## src/rtl/vtpd_pkg.sv

```systemverilog
// ----------------------------------------------------------------------------
// vtpd_pkg
// Shared types and constants for the vertex transform / perspective divide unit.
// ----------------------------------------------------------------------------
package vtpd_pkg;

  // fixed-point format of all coordinates and coefficients
  localparam int FRAC_BITS = 16;

  // signed width of a transformed coordinate (three floored products plus bias)
  localparam int SUM_W = 66 - FRAC_BITS;

  // width of the scaled dividend |N| << FRAC_BITS and of its part above bit 31
  localparam int DIV_W = SUM_W + FRAC_BITS;
  localparam int HI_W = DIV_W - 32;

  // one restoring step per quotient bit
  localparam int DIV_STAGES = 32;

  // command codes
  localparam logic CMD_LOAD = 1'b0;
  localparam logic CMD_XFORM = 1'b1;

  // input beat
  typedef struct packed {
    logic               command;
    logic [3:0]         coeff_index;
    logic signed [31:0] coeff_value;
    logic signed [31:0] vertex_x;
    logic signed [31:0] vertex_y;
    logic signed [31:0] vertex_z;
  } item_t;

  // result beat
  typedef struct packed {
    logic signed [31:0] out_x;
    logic signed [31:0] out_y;
    logic signed [31:0] out_z;
    logic               range_fault;
  } result_t;

  // transformed homogeneous point
  typedef struct packed {
    logic signed [SUM_W-1:0] tx;
    logic signed [SUM_W-1:0] ty;
    logic signed [SUM_W-1:0] tz;
    logic signed [SUM_W-1:0] tw;
  } hvec_t;

  // point with its valid flag, between front and back
  typedef struct packed {
    logic  valid;
    hvec_t data;
  } hbeat_t;

endpackage

```

## src/rtl/vtpd_queue.sv

```systemverilog
// ----------------------------------------------------------------------------
// vtpd_queue
// Two-entry queue of transformed points between the front and the back.
// ----------------------------------------------------------------------------
module vtpd_queue (
  input  logic             clk,
  input  logic             rst,
  input  vtpd_pkg::hbeat_t wr,
  output logic             full,
  output vtpd_pkg::hbeat_t head,
  input  logic             take
);
  import vtpd_pkg::*;

  hvec_t      mem [2];
  logic [1:0] cnt;
  logic       wp;
  logic       rp;

  // pointers and fill count
  always_ff @(posedge clk) begin
    if (rst) begin
      cnt <= '0;
      wp  <= 1'b0;
      rp  <= 1'b0;
    end else begin
      if (wr.valid) wp <= !wp;
      if (take) rp <= !rp;
      cnt <= cnt + 2'(wr.valid) - 2'(take);
    end
  end

  // entry storage
  always_ff @(posedge clk) begin
    if (wr.valid) mem[wp] <= wr.data;
  end

  assign full       = (cnt == 2'd2);
  assign head.valid = (cnt != 2'd0);
  assign head.data  = mem[rp];

endmodule

```

## config.mk

```make
export PLATFORM = sky130hd
export DESIGN_NAME = vtpd_queue
export DESIGN_NICKNAME = d
export VERILOG_FILES = /design/src/rtl/vtpd_pkg.sv /design/src/rtl/vtpd_queue.sv
export SDC_FILE = /design/constraint.sdc
export NUM_CORES = 1
export LEC_CHECK = 0
export BUFFER_PORTS_ARGS = -buffer_cell sky130_fd_sc_hd__buf_2
export CAP_MARGIN = 15
export CORE_AREA = 2 2 181 183
export DETAILED_ROUTE_END_ITERATION = 7
export DIE_AREA = 0 0 183 185
export GPL_TIMING_DRIVEN = 1
export MAX_ROUTING_LAYER = met4
export PLACE_DENSITY_LB_ADDON = 0.2
export SLEW_MARGIN = 20
export SYNTH_ARGS = -nofsm -noshare
export SYNTH_HDL_FRONTEND = slang
export SYNTH_SLANG_ARGS = --single-unit
```

## constraint.sdc

```tcl
create_clock -name clk -period 9.9 [get_ports clk]
set_clock_uncertainty 0.05 [all_clocks]
set_input_delay 0.495 -clock clk [delete_from_list [all_inputs] [get_ports clk]]
set_output_delay 0.495 -clock clk [all_outputs]
set_load 0.01 [all_outputs]
```

==> results.tsv, run 1 <==
stage	metric	value	unit
outcome	outcome	finished clean	
yosys	Synth Flop Type	edfxtp_1	
yosys	Synth top cells by count	400 x edfxtp_1, 200 x mux2_2, 20 x clkbuf_8	
placement	# port buffers	405	
yosys	synthesized area per cell	23.0	um2
critical_path	Crit Path Class	register to output port	
grt	first-pass GRT wire length	42800	um
placement	Inst Count DP	1441	
sta	Final period util	35.8	%
final_layout	Final nets	1284	
floorplan	initial core utilization	46.1	%
grt	initial antenna violation count	8	
yosys	Post-synth EDFFs	400	
route	vias per cell	4.87	
sta	Hold Vio Cnt, Final	0	
clock_network	total setup buffers inserted after CTS	0	
grt	largest net degree at the start of global routing	75	
final_layout	layout cell share with drive strength beyond 1	60.5	%
hold_path	Worst Hold Class	input port to register	
critical_path	Arr. time, crit path	3.00	ns
yosys	area leader, netlist	edfxtp_1	
yosys	async set-reset flop share out of synthesis	0	%
pwr	Worst VDD drop	0.000191	V
placement	GPL Wtd Cong	0.747	
sta	worst-margin pin slew	1.03	ns
route	Pre-antenna DRT Iters	4	
grt	vias in the first global route	7637	
clock_network	PostCTS Resize Cnt	0	
floorplan	Die ar.	0.0339	mm2
floorplan	die extent in y	185	um
route	drt total wl	29600	um
yosys	Mapped Area	0.0148	mm2
sta	Rel. slew slack	31.2	%
yosys	Yosys warnings	0	
route	Post-DRT Antenna Nets	0	
clock_network	number of H-tree levels	2	
critical_path	Startpoint Class	register	
sta	setup TNS	0	ns
yosys	sequential share of the synthesized area	81.9	%
clock_network	# hold bufs at CTS	0	
final_layout	Final Util	57.5	%
clock_network	CTS clk-pin slew, worst paths	0.06	ns
route	DRC viols	0	
final_layout	Layout area overhead	24.6	%
sta	max-slew violation count	0	
floorplan	Core Footprint	0.0320	mm2
yosys	Post-Syn Instances	643	
yosys	most frequent cell after synthesis	edfxtp_1	
route	drt first-iter violations	406	
grt	Total GRT Usage	17.2	%
flow_run	Max-Cap Viols	0	
critical_path	crit path max fanout	74	
critical_path	crit-path cells	buf_4, mux2_2, buf_2	
floorplan	Die X-Extent	183	um
placement	DP Area	0.0171	mm2
sta	hold slack	0.107	ns
route	DR WL/cell	19.4	um
pwr	Final Power	3.92	mW
critical_path	required time of the critical path	9.36	ns
clock_network	clock tree sinks	405	
sta	Tmin final	3.55	ns
critical_path	Slowest-stage cell, CP	dfxtp_4	
critical_path	Worst Setup End Kind	output port	
clock_network	CTS buffer count	43	
clock_network	Worst-Skew Late Latency	0.51	ns
final_layout	fill count	2553	
sta	RSZ-0062 raised after global routing	false	
clock_network	Max Root-Sink Buffers	3	
placement	worst slack, placed	6.82	ns
final_layout	Final Instance Area	0.0184	mm2
route	vias	7430	
yosys	post-synthesis net count	849	
floorplan	num ports	406	
placement	DP HPWL	19600	um
yosys	distinct cell type count after synthesis	13	
critical_path	max incr delay on CP	1.01	ns
yosys	Synth Register Bits	405	
pwr	pwr dens	213	mW/mm2
grt	GRT Residual Overflow	0	
floorplan	FP Rows	66	
final_layout	fin cells	1526	
yosys	Synth top area share	81.3	%
sta	setup ws final	6.35	ns
clock_network	root buf cell	clkbuf_16	
sta	Max Freq	282	MHz
yosys	top post-synthesis cells by area	edfxtp_1 81%, mux2_2 15%, clkbuf_8 1.9%	
clock_network	CTS tree	yes	
pwr	P_leak	6.88	nW
sta	Final setup viols	0	
## worst max-delay path: cells and delay by family, from the launching register on
| kind | cells | cell delay (ns) |
|---|---|---|
| buf+inv | 2 | 0.90 |
| flops | 1 | 1.01 |
| mux | 1 | 0.44 |
## metal layers
| layer | part of all wire, % | wire [um] | track usage (%) | vias up |
|---|---|---|---|---|
| li1 | - | - | - | 3464 |
| met1 | 37 | 11100 | 19.2 | 3633 |
| met2 | 51 | 15000 | 28.7 | 281 |
| met5 | 0 | 0 | - | - |
| met4 | 3.2 | 942 | 7.07 | 0 |
| met3 | 8.6 | 2540 | 5.62 | 52 |
## final timing paths
path,start,depth (start not counted),endpoint,slack [ns]
worst max-delay path,register,3,head[185],6.35
worst min-delay path,wr[104],1,mem[1][104]$_DFFE_PP_,0.11
worst max register to register,wp$_SDFFE_PP0P_,2,mem[1][43]$_DFFE_PP_,7.34
worst min register to register,rp$_SDFFE_PP0P_,2,register,0.46
## placed cells by master (no fill, tap or decap), drive strengths merged
cell,n
buf,412
edfxtp,400
mux2,200
clkbuf,55
clkinv,17
diode,9
dfxtp,5
nor2,4
nor2b,3
inv,2
xnor2,2
ha,2
clkinvlp,2
bufinv,2
or2,1
and2,1
xnor3,1
## kinds of logic (layout without fill, tap and decap cells)
family / Yosys count / in the layout / share of synthesized area, %
flops: 405 / 405 / 81.9
fa+ha+maj: 2 / 2 / 0.169
other cells: 0 / 9 / 0
mux: 200 / 200 / 15.2
xor+xnor: 3 / 3 / 0.271
simple gates: 9 / 9 / 0.313
buf+inv: 24 / 490 / 2.07
## where the power goes
part	total [mW]	internal [mW]	switching (mW)	leakage, nW
logic	0.397	0.187	0.210	2.45
registers	2.04	2.01	0.0336	3.80
clock network	1.49	0.879	0.609	0.636
total	3.92	3.07	0.853	6.88
## flip-flops by register name, indices dropped and copies added (netlist names), named ones only
| name | flops |
|---|---|
| cnt | 2 |
| wp | 1 |
| rp | 1 |
| mem | 400 |
## layout make-up
| type | count | area [um2] | area share, % |
|---|---|---|---|
| Clock inverter | 21 | 150 | 0.815 |
| Sequential cell | 405 | 12100 | 65.8 |
| Multi-Input combinational cell | 214 | 2370 | 12.9 |
| Antenna cell | 9 | 22.5 | 0.122 |
| Timing Repair Buffer | 412 | 2080 | 11.3 |
| Inverter | 2 | 7.51 | 0.0407 |
| Tap cell | 408 | 510 | 2.77 |
| Clock buffer | 55 | 1160 | 6.32 |
No activity file was read; power rests on OpenSTA's default activity.
==> inputs of run 2 (changes only) <==
--- a/config.mk
+++ b/config.mk
@@ -7,9 +7,9 @@
 export LEC_CHECK = 0
 export BUFFER_PORTS_ARGS = -buffer_cell sky130_fd_sc_hd__buf_2
 export CAP_MARGIN = 15
-export CORE_AREA = 2 2 181 183
+export CORE_AREA = 2 2 172 174
 export DETAILED_ROUTE_END_ITERATION = 7
-export DIE_AREA = 0 0 183 185
+export DIE_AREA = 0 0 174 176
 export GPL_TIMING_DRIVEN = 1
 export MAX_ROUTING_LAYER = met4
 export PLACE_DENSITY_LB_ADDON = 0.2
==> constraint.sdc (replaced) <==
create_clock -name clk -period 3.3 [get_ports clk]
set_clock_uncertainty 0.05 [all_clocks]
set_input_delay 0.165 -clock clk [delete_from_list [all_inputs] [get_ports clk]]
set_output_delay 0.165 -clock clk [all_outputs]
set_load 0.01 [all_outputs]
==> results.tsv, run 2 (same netlist as run 1, synthesis figures left out) <==
stage	metric	value	unit
outcome	outcome	finished clean	
grt	vias in the first global route	9203	
sta	worst-margin pin slew	0.596	ns
sta	Final setup viols	0	
critical_path	Reg-to-Reg End	mem[1][125]$_DFFE_PP_	
clock_network	CTS buffer count	41	
final_layout	commonest non-fill, non-tap cell in the layout	buf_2	
critical_path	Startpoint Class	register	
route	Pre-antenna DRT Iters	6	
critical_path	Worst Setup End Kind	output port	
pwr	NetSw	2.60	mW
sta	RSZ-0062 raised after global routing	false	
pwr	Worst VDD drop	0.000429	V
pwr	P_leak	7.73	nW
pwr	internal power	9.17	mW
clock_network	Worst-Skew Late Latency	0.51	ns
floorplan	FP Rows	62	
critical_path	reg2reg path depth	2	
route	DRC viols	0	
final_layout	Layout area overhead	38.3	%
floorplan	Die X-Extent	174	um
critical_path	required time of the critical path	3.08	ns
placement	GPL Wtd Cong	0.793	
pwr	switching part of the total power	22.1	%
sta	hold slack	0.319	ns
clock_network	Max Root-Sink Buffers	3	
grt	Total GRT Usage	21.9	%
placement	Inst Count DP	1426	
sta	Max Freq	400	MHz
pwr	Clk pwr share	35.7	%
grt	Most Used Layer, Global Route	met2	
route	DR WL/cell	19.5	um
floorplan	num ports	406	
sta	Final period util	75.8	%
sta	Rel. slew slack	60.3	%
final_layout	Largest Register	mem	
grt	largest net degree at the start of global routing	80	
critical_path	flop2flop setup slack	1.52	ns
sta	max-slew violation count	0	
hold_path	hold-critical path endpoint	mem[1][61]$_DFFE_PP_	
final_layout	most frequent cells in the layout	405 x buf_2, 400 x edfxtp_1, 204 x dlygate4sd3_1	
hold_path	hold depth	2	
clock_network	number of H-tree levels	2	
sta	Hold Vio Cnt, Final	0	
floorplan	initial core utilization	51.8	%
placement	DP Area	0.0172	mm2
pwr	power share of the combinational group	12.5	%
grt	GRT Residual Overflow	0	
final_layout	layout cell share with drive strength beyond 1	51.4	%
clock_network	CTS clk-pin slew, worst paths	0.06	ns
critical_path	crit path max fanout	79	
route	vias per cell	4.93	
placement	worst slack, placed	1.33	ns
route	drt first-iter violations	556	
clock_network	clock tree sinks	405	
clock_network	PostCTS Resize Cnt	0	
flow_run	Max-Cap Viols	0	
floorplan	Core Footprint	0.0285	mm2
grt	met1 usage	24.1	%
grt	initial antenna violation count	0	
critical_path	Crit Path Class	register to output port	
hold_path	Hold Crit Start	wr[61]	
route	vias	8362	
clock_network	CTS tree	yes	
route	drt total wl	33100	um
pwr	Seq pwr share	51.8	%
placement	DP HPWL	20200	um
floorplan	die extent in y	176	um
final_layout	fin cells	1696	
final_layout	Top Registers	mem x400, cnt x2	
final_layout	max FFs per register	400	
clock_network	root buf cell	clkbuf_16	
grt	met2 Usage GRT	39.1	%
final_layout	Final Instance Area	0.0204	mm2
floorplan	Die ar.	0.0306	mm2
placement	# port buffers	405	
pwr	pwr dens	576	mW/mm2
route	Post-DRT Antenna Nets	0	
critical_path	Arr. time, crit path	2.29	ns
final_layout	Final nets	1495	
sta	setup ws final	0.799	ns
pwr	Final Power	11.8	mW
sta	Tmin final	2.50	ns
grt	GR Util met3	4.61	%
grt	first-pass GRT wire length	50000	um
critical_path	Critical R2R Launch	wp$_SDFFE_PP0P_	
hold_path	Worst Hold Class	input port to register	
## run 2: changes by cell type in the layout (fill, tap and decap cells not counted), sizes merged
cell | previous run | this run
dlygate4sd3 | 0 | 204
buf | 412 | 421
diode | 9 | 1
clkinv | 17 | 10
clkbuf | 55 | 50
clkinvlp | 2 | 3
## run 2: worst max-delay path, stage by stage, from the launching register on
cell	delay [ns]
dfxtp_4	0.72
buf_12	0.43
mux2_2	0.40
buf_2	0.14
## run 2: repair_timing
item	CTS	global route
setup buffers	0	0
hold buffers	204	0
endpoints found under the hold margin	405	0
## run 2: how the worst max path moves through the flow
stage | endpoint | cells after the start | startpoint
after floorplan | mem[0][0]$_DFFE_PP_ | 1 | wp$_SDFFE_PP0P_
after global placement | head[48] | 3 | register
after detailed placement | head[48] | 3 | register
after CTS | head[48] | 3 | register
after global routing | head[106] | 3 | register
final | head[20] | 3 | register
## run 2: through the flow
step | util, % | TNS (ns)
floorplan | - | -95.19
global placement | 60.3 | 0
detailed placement | 60.3 | 0
CTS | 71.6 | 0
global route | 71.6 | 0
finish | 71.6 | 0
## run 2: layout make-up
class / count / area [um2]
repair buffers: 625 / 4280
clock inverters: 15 / 123
inverters: 2 / 7.51
clock buffers: 50 / 1060
fillers: 1801 / 8110
well taps: 384 / 480
multi-input cells: 214 / 2370
diodes: 1 / 2.50
flip-flops and latches: 405 / 12100
## run 2: layer usage
metal  up-vias  routed length, um
met5         -                  0
met4         0               1170
met3        75               1930
met2       321              17800
met1      4112              12200
li1       3854                  -
## run 2: power by group through the flow
stage	logic, mW	registers (mW)	clock network [mW]
final	1.47	6.10	4.20
after global routing	1.57	6.12	4.51
after CTS	1.47	6.10	4.27
after detailed placement	1.27	6.21	0
after global placement	1.25	6.19	0
after floorplan	0.743	6.19	0
